**config.mk**
```make
export PLATFORM = sky130hd
export DESIGN_NAME = flic_frame_chunk_decoder_flat
export DESIGN_NICKNAME = d
export VERILOG_FILES = /design/src/design/flic_pkg.sv /design/src/design/flic_in_if.sv /design/src/design/flic_out_if.sv /design/src/design/flic_frame_chunk_decoder.sv /design/src/design/flic_parse.sv /design/src/design/flic_queue.sv /design/src/design/flic_emit.sv /design/src/flat_wrapper.sv
export SDC_FILE = /design/constraint.sdc
export NUM_CORES = 2
export LEC_CHECK = 0
export ABC_AREA = 1
export BUFFER_PORTS_ARGS = -buffer_cell sky130_fd_sc_hd__buf_2
export CAP_MARGIN = 25
export CORE_ASPECT_RATIO = 0.9
export CORE_MARGIN = 8
export CORE_UTILIZATION = 59
export DETAILED_ROUTE_END_ITERATION = 10
export MAX_ROUTING_LAYER = met4
export PLACE_DENSITY = 0.76
export SLEW_MARGIN = 15
export SYNTH_ARGS = -nofsm -noshare
export SYNTH_HDL_FRONTEND = slang
export SYNTH_SLANG_ARGS = --single-unit
export TNS_END_PERCENT = 1
```
**constraint.sdc**
```tcl
create_clock -name clk -period 7.9 [get_ports clk]
set_clock_uncertainty 0.05 [all_clocks]
set_input_delay 1.58 -clock clk [delete_from_list [all_inputs] [get_ports clk]]
set_output_delay 1.58 -clock clk [all_outputs]
set_load 0.05 [all_outputs]
```
**src/design/flic_pkg.sv**
```systemverilog
package flic_pkg;

    localparam int ADDR_BITS = 22;
    localparam int DIM_BITS  = 12;
    localparam int LEN_BITS  = 9;
    localparam int QDEPTH    = 4;
    localparam int QPTR_BITS = 2;

    localparam logic [1:0] KIND_BRUN = 2'd0;
    localparam logic [1:0] KIND_LC   = 2'd1;
    localparam logic [1:0] KIND_SS2  = 2'd2;
    localparam logic [1:0] KIND_COPY = 2'd3;

    localparam logic [1:0] REG_WIDTH  = 2'd0;
    localparam logic [1:0] REG_HEIGHT = 2'd1;
    localparam logic [1:0] REG_PITCH  = 2'd2;

    localparam logic [15:0] OP_SKIP_MASK = 16'hC000;
    localparam logic [15:0] OP_LAST_BIT  = 16'h8000;

    typedef struct packed {
        logic [DIM_BITS-1:0] width;
        logic [DIM_BITS-1:0] height;
        logic [DIM_BITS-1:0] pitch;
    } cfg_t;

    typedef struct packed {
        logic [ADDR_BITS-1:0] addr;
        logic [15:0]          value;
        logic [LEN_BITS-1:0]  len;
        logic                 word;
    } cmd_t;

endpackage

```
**src/design/flic_in_if.sv**
```systemverilog
interface flic_in_if;
    logic       valid;
    logic       ready;
    logic [7:0] data_byte;
    logic       chunk_start;
    logic [1:0] chunk_kind;

    modport source (output valid, data_byte, chunk_start, chunk_kind, input ready);
    modport sink (input valid, data_byte, chunk_start, chunk_kind, output ready);
endinterface

```
**src/design/flic_out_if.sv**
```systemverilog
interface flic_out_if;
    logic        valid;
    logic        ready;
    logic [21:0] write_addr;
    logic [15:0] write_value;
    logic [8:0]  write_len;
    logic        word_pattern;
    logic        beyond_frame;

    modport source (output valid, write_addr, write_value, write_len, word_pattern,
                    beyond_frame, input ready);
    modport sink (input valid, write_addr, write_value, write_len, word_pattern,
                  beyond_frame, output ready);
endinterface

```
**src/design/flic_frame_chunk_decoder.sv**
```systemverilog
// FLIC image chunk decoder (byte run, byte delta, word delta, raw copy).
// in_ch carries one payload byte per request; chunk_start on the first byte
// of a chunk selects chunk_kind and restarts decoding at any point.
// out_ch carries frame buffer write requests: address, byte or word value,
// length in bytes, word-replicate flag and a flag for writes past
// pitch*height.
// cfg_we/cfg_index/cfg_data set width, height and pitch; write them only
// while no chunk is in flight.
// Throughput: one byte per cycle while the queue is not full. The parser
// updates its state in the accept cycle and pushes at most one command
// into a 4-entry queue. A command passes through the queue and then the
// output register of flic_emit before it is offered on out_ch.
// If out_ch stalls the queue fills, and in_ch.ready drops when it is full.
// Reset clears the parser to wait for a chunk start, empties the queue and
// loads width 320, height 200, pitch 0 (pitch 0 uses the width).
module flic_frame_chunk_decoder
    import flic_pkg::*;
(
    input  logic                clk,
    input  logic                rst_n,
    flic_in_if.sink             in_ch,
    flic_out_if.source          out_ch,
    input  logic                cfg_we,
    input  logic [1:0]          cfg_index,
    input  logic [DIM_BITS-1:0] cfg_data
);

    cfg_t        cfg_reg;
    logic [23:0] limit_reg;
    logic [DIM_BITS-1:0] pitch;
    logic        acc;
    logic        push;
    cmd_t        cmd;
    logic        pop;
    logic        not_full;
    logic        not_empty;
    cmd_t        head;

    assign pitch       = (cfg_reg.pitch != '0) ? cfg_reg.pitch : cfg_reg.width;
    assign in_ch.ready = not_full;
    assign acc         = in_ch.valid && not_full;

    always_ff @(posedge clk or negedge rst_n)
    begin
        if (!rst_n)
        begin
            cfg_reg   <= '{12'd320, 12'd200, 12'd0};
            limit_reg <= 24'd64000;
        end
        else
        begin
            limit_reg <= 24'(pitch) * 24'(cfg_reg.height);
            if (cfg_we)
            begin
                case (cfg_index)
                    REG_WIDTH:  cfg_reg.width  <= cfg_data;
                    REG_HEIGHT: cfg_reg.height <= cfg_data;
                    REG_PITCH:  cfg_reg.pitch  <= cfg_data;
                    default:    ;
                endcase
            end
        end
    end

    flic_parse u_parse (
        .clk         (clk),
        .rst_n       (rst_n),
        .cfg         (cfg_reg),
        .acc         (acc),
        .data_byte   (in_ch.data_byte),
        .chunk_start (in_ch.chunk_start),
        .chunk_kind  (in_ch.chunk_kind),
        .push        (push),
        .cmd         (cmd)
    );

    flic_queue u_queue (
        .clk       (clk),
        .rst_n     (rst_n),
        .push      (push),
        .push_cmd  (cmd),
        .pop       (pop),
        .not_full  (not_full),
        .not_empty (not_empty),
        .head      (head)
    );

    flic_emit u_emit (
        .clk         (clk),
        .rst_n       (rst_n),
        .frame_limit (limit_reg),
        .q_valid     (not_empty),
        .q_head      (head),
        .pop         (pop),
        .out_ch      (out_ch)
    );

endmodule

```
**src/design/flic_parse.sv**
```systemverilog
module flic_parse
    import flic_pkg::*;
(
    input  logic       clk,
    input  logic       rst_n,
    input  cfg_t       cfg,
    input  logic       acc,
    input  logic [7:0] data_byte,
    input  logic       chunk_start,
    input  logic [1:0] chunk_kind,
    output logic       push,
    output cmd_t       cmd
);

    typedef enum logic [23:0] {
        ST_IDLE  = 24'd1 << 0,
        ST_BHDR  = 24'd1 << 1,
        ST_BCNT  = 24'd1 << 2,
        ST_BRUN  = 24'd1 << 3,
        ST_BLIT  = 24'd1 << 4,
        ST_LSKLO = 24'd1 << 5,
        ST_LSKHI = 24'd1 << 6,
        ST_LNLO  = 24'd1 << 7,
        ST_LNHI  = 24'd1 << 8,
        ST_LPKTS = 24'd1 << 9,
        ST_LPSKP = 24'd1 << 10,
        ST_LPCNT = 24'd1 << 11,
        ST_LLIT  = 24'd1 << 12,
        ST_LRUN  = 24'd1 << 13,
        ST_SNLO  = 24'd1 << 14,
        ST_SNHI  = 24'd1 << 15,
        ST_SOPLO = 24'd1 << 16,
        ST_SOPHI = 24'd1 << 17,
        ST_SPSKP = 24'd1 << 18,
        ST_SPCNT = 24'd1 << 19,
        ST_SLIT  = 24'd1 << 20,
        ST_SWLO  = 24'd1 << 21,
        ST_SWHI  = 24'd1 << 22,
        ST_CDATA = 24'd1 << 23
    } phase_t;

    phase_t               phase_reg, phase_next;
    logic [ADDR_BITS-1:0] line_base_reg, line_base_next;
    logic [ADDR_BITS-1:0] cursor_reg, cursor_next;
    logic [15:0]          lines_reg, lines_next;
    logic [15:0]          packets_reg, packets_next;
    logic [11:0]          bytes_reg, bytes_next;
    logic [11:0]          column_reg, column_next;
    logic [7:0]           low_reg, low_next;
    logic [7:0]           run_reg, run_next;

    logic [DIM_BITS-1:0]  pitch;
    logic [15:0]          word_in;
    logic [15:0]          skip_lines;
    logic [31:0]          mul_a;
    logic [12:0]          col_sum;
    logic [8:0]           col_add;
    logic                 do_pkt;
    logic                 do_end;
    phase_t               pkt_ph;
    phase_t               end_ph;

    assign pitch      = (cfg.pitch != '0) ? cfg.pitch : cfg.width;
    assign word_in    = {data_byte, low_reg};
    assign skip_lines = 16'(17'h10000 - {1'b0, word_in});

    always_comb
    begin
        phase_next     = phase_reg;
        line_base_next = line_base_reg;
        cursor_next    = cursor_reg;
        lines_next     = lines_reg;
        packets_next   = packets_reg;
        bytes_next     = bytes_reg;
        column_next    = column_reg;
        low_next       = low_reg;
        run_next       = run_reg;
        push           = 1'b0;
        cmd            = '0;
        col_add        = '0;
        do_pkt         = 1'b0;
        do_end         = 1'b0;
        pkt_ph         = ST_IDLE;
        end_ph         = ST_IDLE;
        mul_a          = '0;
        col_sum        = '0;

        if (chunk_start)
        begin
            line_base_next = '0;
            cursor_next    = '0;
            lines_next     = '0;
            packets_next   = '0;
            bytes_next     = '0;
            column_next    = '0;
            low_next       = '0;
            run_next       = '0;
            unique case (chunk_kind)
                KIND_BRUN:
                begin
                    lines_next = 16'(cfg.height);
                    phase_next = (cfg.height != '0) ? ST_BHDR : ST_IDLE;
                end
                KIND_LC:  phase_next = ST_LSKLO;
                KIND_SS2: phase_next = ST_SNLO;
                default:
                begin
                    lines_next = 16'(cfg.height);
                    phase_next = (cfg.height != '0 && cfg.width != '0) ? ST_CDATA : ST_IDLE;
                end
            endcase
        end

        unique case (phase_next)
            ST_BHDR:
            begin
                column_next = '0;
                cursor_next = line_base_next;
                if (cfg.width == '0)
                begin
                    do_end = 1'b1;
                    end_ph = ST_BHDR;
                end
                else
                    phase_next = ST_BCNT;
            end
            ST_BCNT:
            begin
                if (data_byte != '0)
                begin
                    if (!data_byte[7])
                    begin
                        run_next   = data_byte;
                        phase_next = ST_BRUN;
                    end
                    else
                    begin
                        bytes_next = 12'(9'h100 - {1'b0, data_byte});
                        phase_next = ST_BLIT;
                    end
                end
            end
            ST_BRUN, ST_BLIT:
            begin
                push    = 1'b1;
                cmd     = '{cursor_next, {8'h00, data_byte}, 9'd1, 1'b0};
                col_add = 9'd1;
                if (phase_next == ST_BRUN)
                begin
                    cmd.len = 9'(run_next);
                    col_add = 9'(run_next);
                end
                cursor_next = cursor_next + ADDR_BITS'(col_add);
                col_sum     = 13'(column_next) + 13'(col_add);
                column_next = col_sum[12] ? 12'hFFF : col_sum[11:0];
                if (phase_next == ST_BLIT && bytes_next != '0)
                    bytes_next = bytes_next - 12'd1;
                if (phase_next == ST_BRUN || bytes_next == '0)
                begin
                    if (column_next >= cfg.width)
                    begin
                        do_end = 1'b1;
                        end_ph = ST_BHDR;
                    end
                    else
                        phase_next = ST_BCNT;
                end
            end
            ST_LSKLO:
            begin
                low_next   = data_byte;
                phase_next = ST_LSKHI;
            end
            ST_LSKHI:
            begin
                mul_a          = 32'(pitch) * 32'(word_in);
                line_base_next = mul_a[ADDR_BITS-1:0];
                phase_next     = ST_LNLO;
            end
            ST_LNLO, ST_SNLO, ST_SOPLO, ST_SWLO:
            begin
                low_next = data_byte;
                unique case (phase_next)
                    ST_LNLO:  phase_next = ST_LNHI;
                    ST_SNLO:  phase_next = ST_SNHI;
                    ST_SOPLO: phase_next = ST_SOPHI;
                    default:  phase_next = ST_SWHI;
                endcase
            end
            ST_LNHI, ST_SNHI:
            begin
                lines_next = word_in;
                if (word_in == '0)
                    phase_next = ST_IDLE;
                else
                    phase_next = (phase_next == ST_LNHI) ? ST_LPKTS : ST_SOPLO;
            end
            ST_LPKTS:
            begin
                packets_next = 16'(data_byte);
                cursor_next  = line_base_next;
                if (data_byte == '0)
                begin
                    do_end = 1'b1;
                    end_ph = ST_LPKTS;
                end
                else
                    phase_next = ST_LPSKP;
            end
            ST_LPSKP, ST_SPSKP:
            begin
                cursor_next = cursor_next + ADDR_BITS'(data_byte);
                phase_next  = (phase_next == ST_LPSKP) ? ST_LPCNT : ST_SPCNT;
            end
            ST_LPCNT, ST_SPCNT:
            begin
                if (data_byte == '0)
                    do_pkt = 1'b1;
                else if (!data_byte[7])
                begin
                    if (phase_next == ST_LPCNT)
                    begin
                        bytes_next = 12'(data_byte);
                        phase_next = ST_LLIT;
                    end
                    else
                    begin
                        bytes_next = {3'b000, data_byte, 1'b0};
                        phase_next = ST_SLIT;
                    end
                end
                else
                begin
                    run_next   = 8'(9'h100 - {1'b0, data_byte});
                    phase_next = (phase_next == ST_LPCNT) ? ST_LRUN : ST_SWLO;
                end
                if (phase_next == ST_LPCNT || phase_next == ST_LLIT || phase_next == ST_LRUN)
                begin
                    pkt_ph = ST_LPSKP;
                    end_ph = ST_LPKTS;
                end
                else
                begin
                    pkt_ph = ST_SPSKP;
                    end_ph = ST_SOPLO;
                end
            end
            ST_LLIT, ST_SLIT:
            begin
                push        = 1'b1;
                cmd         = '{cursor_next, {8'h00, data_byte}, 9'd1, 1'b0};
                cursor_next = cursor_next + ADDR_BITS'(1);
                if (bytes_next != '0)
                    bytes_next = bytes_next - 12'd1;
                do_pkt = (bytes_next == '0);
                pkt_ph = (phase_next == ST_LLIT) ? ST_LPSKP : ST_SPSKP;
                end_ph = (phase_next == ST_LLIT) ? ST_LPKTS : ST_SOPLO;
            end
            ST_LRUN:
            begin
                push        = 1'b1;
                cmd         = '{cursor_next, {8'h00, data_byte}, 9'(run_next), 1'b0};
                cursor_next = cursor_next + ADDR_BITS'(run_next);
                do_pkt      = 1'b1;
                pkt_ph      = ST_LPSKP;
                end_ph      = ST_LPKTS;
            end
            ST_SWHI:
            begin
                push        = 1'b1;
                cmd         = '{cursor_next, word_in, {run_next, 1'b0}, 1'b1};
                cursor_next = cursor_next + ADDR_BITS'({run_next, 1'b0});
                do_pkt      = 1'b1;
                pkt_ph      = ST_SPSKP;
                end_ph      = ST_SOPLO;
            end
            ST_SOPHI:
            begin
                if ((word_in & OP_SKIP_MASK) == OP_SKIP_MASK)
                begin
                    mul_a          = 32'(pitch) * 32'(skip_lines);
                    line_base_next = line_base_next + mul_a[ADDR_BITS-1:0];
                    phase_next     = ST_SOPLO;
                end
                else if ((word_in & OP_LAST_BIT) != '0)
                begin
                    push       = 1'b1;
                    cmd        = '{line_base_next + ADDR_BITS'(cfg.width) - ADDR_BITS'(1),
                                   {8'h00, low_reg}, 9'd1, 1'b0};
                    phase_next = ST_SOPLO;
                end
                else
                begin
                    packets_next = word_in;
                    cursor_next  = line_base_next;
                    if (word_in == '0)
                    begin
                        do_end = 1'b1;
                        end_ph = ST_SOPLO;
                    end
                    else
                        phase_next = ST_SPSKP;
                end
            end
            ST_CDATA:
            begin
                push        = 1'b1;
                cmd         = '{line_base_next + ADDR_BITS'(column_next),
                                {8'h00, data_byte}, 9'd1, 1'b0};
                col_sum     = 13'(column_next) + 13'd1;
                column_next = col_sum[12] ? 12'hFFF : col_sum[11:0];
                if (column_next >= cfg.width)
                begin
                    column_next = '0;
                    do_end      = 1'b1;
                    end_ph      = ST_CDATA;
                end
            end
            default: phase_next = ST_IDLE;
        endcase

        if (do_pkt)
        begin
            if (packets_next <= 16'd1)
            begin
                packets_next = '0;
                do_end       = 1'b1;
            end
            else
            begin
                packets_next = packets_next - 16'd1;
                phase_next   = pkt_ph;
            end
        end
        if (do_end)
        begin
            line_base_next = line_base_next + ADDR_BITS'(pitch);
            if (lines_next <= 16'd1)
            begin
                lines_next = '0;
                phase_next = ST_IDLE;
            end
            else
            begin
                lines_next = lines_next - 16'd1;
                phase_next = end_ph;
            end
        end
        push = push && acc;
    end

    always_ff @(posedge clk or negedge rst_n)
    begin
        if (!rst_n)
        begin
            phase_reg     <= ST_IDLE;
            line_base_reg <= '0;
            cursor_reg    <= '0;
            lines_reg     <= '0;
            packets_reg   <= '0;
            bytes_reg     <= '0;
            column_reg    <= '0;
            low_reg       <= '0;
            run_reg       <= '0;
        end
        else if (acc)
        begin
            phase_reg     <= phase_next;
            line_base_reg <= line_base_next;
            cursor_reg    <= cursor_next;
            lines_reg     <= lines_next;
            packets_reg   <= packets_next;
            bytes_reg     <= bytes_next;
            column_reg    <= column_next;
            low_reg       <= low_next;
            run_reg       <= run_next;
        end
    end

endmodule

```
**src/design/flic_queue.sv**
```systemverilog
module flic_queue
    import flic_pkg::*;
(
    input  logic clk,
    input  logic rst_n,
    input  logic push,
    input  cmd_t push_cmd,
    input  logic pop,
    output logic not_full,
    output logic not_empty,
    output cmd_t head
);

    cmd_t                 slot_reg [QDEPTH];
    logic [QPTR_BITS-1:0] wr_reg, rd_reg;
    logic [QPTR_BITS:0]   count_reg;

    assign not_full  = count_reg < (QPTR_BITS+1)'(QDEPTH);
    assign not_empty = count_reg != '0;
    assign head      = slot_reg[rd_reg];

    always_ff @(posedge clk)
    begin
        if (push)
            slot_reg[wr_reg] <= push_cmd;
    end

    always_ff @(posedge clk or negedge rst_n)
    begin
        if (!rst_n)
        begin
            wr_reg    <= '0;
            rd_reg    <= '0;
            count_reg <= '0;
        end
        else
        begin
            if (push)
                wr_reg <= wr_reg + QPTR_BITS'(1);
            if (pop)
                rd_reg <= rd_reg + QPTR_BITS'(1);
            if (push && !pop)
                count_reg <= count_reg + (QPTR_BITS+1)'(1);
            else if (pop && !push)
                count_reg <= count_reg - (QPTR_BITS+1)'(1);
        end
    end

endmodule

```
**src/design/flic_emit.sv**
```systemverilog
module flic_emit
    import flic_pkg::*;
(
    input  logic        clk,
    input  logic        rst_n,
    input  logic [23:0] frame_limit,
    input  logic        q_valid,
    input  cmd_t        q_head,
    output logic        pop,
    flic_out_if.source  out_ch
);

    logic        valid_reg;
    cmd_t        cmd_reg;
    logic        beyond_reg;
    logic [32:0] end_addr;

    assign pop      = q_valid && (!valid_reg || out_ch.ready);
    assign end_addr = 33'(q_head.addr) + 33'(q_head.len);

    always_ff @(posedge clk or negedge rst_n)
    begin
        if (!rst_n)
            valid_reg <= 1'b0;
        else if (!valid_reg || out_ch.ready)
            valid_reg <= q_valid;
    end

    always_ff @(posedge clk)
    begin
        if (pop)
        begin
            cmd_reg    <= q_head;
            beyond_reg <= end_addr > 33'(frame_limit);
        end
    end

    assign out_ch.valid        = valid_reg;
    assign out_ch.write_addr   = 22'(cmd_reg.addr);
    assign out_ch.write_value  = cmd_reg.value;
    assign out_ch.write_len    = cmd_reg.len;
    assign out_ch.word_pattern = cmd_reg.word;
    assign out_ch.beyond_frame = beyond_reg;

endmodule
```
**src/flat_wrapper.sv**
```systemverilog
// flat-port wrapper written by rule: the top's interface ports become plain ports
module flic_frame_chunk_decoder_flat import flic_pkg::*;
  (clk, rst_n, cfg_we, cfg_index, cfg_data, in_ch_valid, in_ch_data_byte, in_ch_chunk_start, in_ch_chunk_kind, in_ch_ready, out_ch_valid, out_ch_write_addr, out_ch_write_value, out_ch_write_len, out_ch_word_pattern, out_ch_beyond_frame, out_ch_ready);
  flic_in_if in_ch_i ();
  flic_out_if out_ch_i ();
  input  logic clk;
  input  logic rst_n;
  input  logic cfg_we;
  input  logic [1:0] cfg_index;
  input  logic [DIM_BITS-1:0] cfg_data;
  input wire logic [$bits(in_ch_i.valid)-1:0] in_ch_valid;
  input wire logic [$bits(in_ch_i.data_byte)-1:0] in_ch_data_byte;
  input wire logic [$bits(in_ch_i.chunk_start)-1:0] in_ch_chunk_start;
  input wire logic [$bits(in_ch_i.chunk_kind)-1:0] in_ch_chunk_kind;
  output wire logic [$bits(in_ch_i.ready)-1:0] in_ch_ready;
  output wire logic [$bits(out_ch_i.valid)-1:0] out_ch_valid;
  output wire logic [$bits(out_ch_i.write_addr)-1:0] out_ch_write_addr;
  output wire logic [$bits(out_ch_i.write_value)-1:0] out_ch_write_value;
  output wire logic [$bits(out_ch_i.write_len)-1:0] out_ch_write_len;
  output wire logic [$bits(out_ch_i.word_pattern)-1:0] out_ch_word_pattern;
  output wire logic [$bits(out_ch_i.beyond_frame)-1:0] out_ch_beyond_frame;
  input wire logic [$bits(out_ch_i.ready)-1:0] out_ch_ready;
  assign in_ch_i.valid = in_ch_valid;
  assign in_ch_i.data_byte = in_ch_data_byte;
  assign in_ch_i.chunk_start = in_ch_chunk_start;
  assign in_ch_i.chunk_kind = in_ch_chunk_kind;
  assign in_ch_ready = in_ch_i.ready;
  assign out_ch_valid = out_ch_i.valid;
  assign out_ch_write_addr = out_ch_i.write_addr;
  assign out_ch_write_value = out_ch_i.write_value;
  assign out_ch_write_len = out_ch_i.write_len;
  assign out_ch_word_pattern = out_ch_i.word_pattern;
  assign out_ch_beyond_frame = out_ch_i.beyond_frame;
  assign out_ch_i.ready = out_ch_ready;
  flic_frame_chunk_decoder u_core (.clk(clk), .rst_n(rst_n), .in_ch(in_ch_i), .out_ch(out_ch_i), .cfg_we(cfg_we), .cfg_index(cfg_index), .cfg_data(cfg_data));
endmodule
```
==> flow_summary.toml <==
[die]
dieArea_sq_mm = 0.0873
die_w_um = 311
die_height_um = 281
ios = 81
placementRows = 97
fp.coreArea_sq_mm = 0.0776
start_util_pct = 59.4

[finish]
layout-drive-gt1-share_pct = 12.3
fin_nets = 7047
area_delta_synth_final_pct = 13.7
finalNonFillerCells = 7407
largest_reg_flops = 192

[yosys]
ys_top_cells_by_count = "nand2_1, inv_1, nor2_1"
synth_flop_cell = "edfxtp_1"
syn-num-nets = 6713
synth-seq-cells = 449
synth_area_per_cell_sq_um = 7.69
ys.warnings.count = 0
seq_area_frac_synth_pct = 27.0
yosysTopAreaCell = "fa_1"
netlist_top_cells_area = "fa_1, edfxtp_1, nand2_1"
yosys.cell_types.count = 69
synth_edf_count = 241
syn_inst = 5987
yosysMostFrequentCell = "nand2_1"
netlist.area_leader.share_pct = 16.6
synthArstFlopShare_pct = 46.3
syn_area_sq_mm = 0.0461

[placed_design]
post-dp-hpwl_um = 133000
port-buffer-count = 80
dpl_worst_slack_ns = -0.698
post-place-cells = 7298
gp_congestion = 1.09

[drt]
first_pass_iters = 6
routedWlPerCell_um = 22.8
totalWireLength_um = 169000
drt_iter0_drc = 5616
via_per_inst = 5.94
ant_nets = 0
dr_total_vias = 44000
drc_errors = 0

[worst_setup_path]
worstSetupEndpointType = "flip-flop"
worst_path_most_repeated_cell = "nand2_1"
r2r_cells = 38
crit_type = "flip-flop to flip-flop"
arrival_ns = 8.14
start_kind = "flip-flop"
cpMaxStageDelayCell = "fa_1"
worstPathRequired_ns = 8.35
cp-startpoint = "u_core.cfg_reg[0]$_DFFE_PN0P_"
slowest_delay_ns = 0.54
cp_max_fo = 21
r2r-start = "u_core.cfg_reg[0]$_DFFE_PN0P_"
r2r_slack_ns = 0.22

[global_route]
grt_pass1_wl_um = 254000
grt_max_degree = 141
grt_antenna_before_repair = 10
grt_pass1_vias = 41800
overflow = 0
grt_usage_pct = 39.0

[min_path]
hold_class = "flip-flop to flip-flop"
hold_path_depth = 2
hp-start = "u_core.u_parse.phase_reg[0]$_DFFE_PN1P_"

[sta]
setup_viol = 0
period_minus_slack_ns = 7.68
tns_ns = 0
fmaxAchievable_mhz = 130
rsz0062_at_grt = "true"
setup_ws_ns = 0.219
min_period_over_period_pct = 97.2
tightest_slew_ns = 1.11
hold_viol = 0
slew_headroom_pct = 25.7
maxSlewViolCount = 0

[clock_tree]
path_clk_slew_ns = 0.07
clockBufferDepth = 3
cts_sinks = 449
cts_hold_buf = 0
cts_max_level = 2
cts_tree = "done"
cts_buffers = 49
cts_root_buf = "clkbuf_16"
clkLatencyLatePin_ns = 0.64

[run_status]
status = "complete, no violations"

[run]
max-cap-violations = 0
final timing paths:
kind                                                                endpoint
worst max-delay path            u_core.u_parse.line_base_reg[15]$_DFFE_PN0P_
worst min-delay path                 u_core.u_parse.phase_reg[0]$_DFFE_PN1P_
worst max register to register  u_core.u_parse.line_base_reg[15]$_DFFE_PN0P_
worst min register to register       u_core.u_parse.phase_reg[0]$_DFFE_PN1P_
max in group asynchronous            u_core.u_parse.bytes_reg[9]$_DFFE_PN0P_
min in group asynchronous                     u_core.limit_reg[10]$_DFF_PN0_
cell usage in the layout (no fill, tap or decap), types with 18 or more instances in the layout:
master     instances
nor2_1           671
o21ai_0          332
a221oi_1          26
fa_1             380
buf_4            386
xor2_1           103
nor3_1            50
nor2_2            27
nand2_1         1295
o221ai_1          29
edfxtp_1         241
inv_1           1028
or2_2             19
nand2_2           27
ha_1             304
inv_2             24
nand3_1          254
a21oi_1          236
nand4_1           52
dfrtp_1          194
o21ai_1           20
clkbuf_16         49
o22ai_1          100
buf_12            19
buf_2             78
a31oi_1           18
xnor2_1           51
o211ai_1          34
cells by family (layout without fill, tap and decap cells):
| group | Yosys count | after routing | synth area share [%] |
|---|---|---|---|
| simple gates | 2485 | 2485 | 22.4 |
| buf+inv | 1274 | 1649 | 10.6 |
| compound gates | 924 | 924 | 11.7 |
| fa+ha+maj | 696 | 696 | 25.1 |
| flops | 449 | 449 | 27.0 |
| xor+xnor | 158 | 158 | 3.00 |
| mux | 1 | 1 | 0.0244 |
| other cells | 0 | 6 | 0 |
area by class of cell:
cell class | count | area, sq um
diodes | 6 | 15.0
flip-flops and latches | 449 | 12500
well taps | 1039 | 1300
fillers | 6515 | 25200
clock inverters | 33 | 403
multi-input cells | 4264 | 29200
clock buffers | 59 | 1290
repair buffers | 489 | 3740
inverters | 1068 | 4020
worst max-delay path, delay by kind of cell (launching register included):
family / cells / cell delay (ns)
DFF: 1 / 0.41
AOI/OAI and AO/OA: 7 / 1.34
xor gates and xnor gates: 2 / 0.39
and+or+nand+nor: 14 / 1.54
adders and majority gates: 7 / 2.96
buffers and inverters: 8 / 0.85
layer usage:
metal,GRT usage (%),part of all wire (%)
met1,52.5,40
met4,16.4,5.1
met2,56.2,42
met5,-,0
met3,9.69,13
what timing repair did:
item	CTS	global route
setup buffers	0	9
gates resized for setup	1	106
pin swaps	0	20
setup endpoints to repair	6	42
per-stage QoR:
stage,instance area (sq um),util [%],hold slack (ns)
6_report,52400,67.6,0.428
5_1_grt,52400,67.5,0.440
4_1_cts,51900,66.9,0.423
3_5_place_dp,50200,64.7,0.411
3_3_place_gp,50200,64.7,0.405
2_1_floorplan,46100,-,0.394
Power is left out: the tool's default activity adds up to more than one toggle a clock period on the data nets, which glitch-free logic cannot reach.
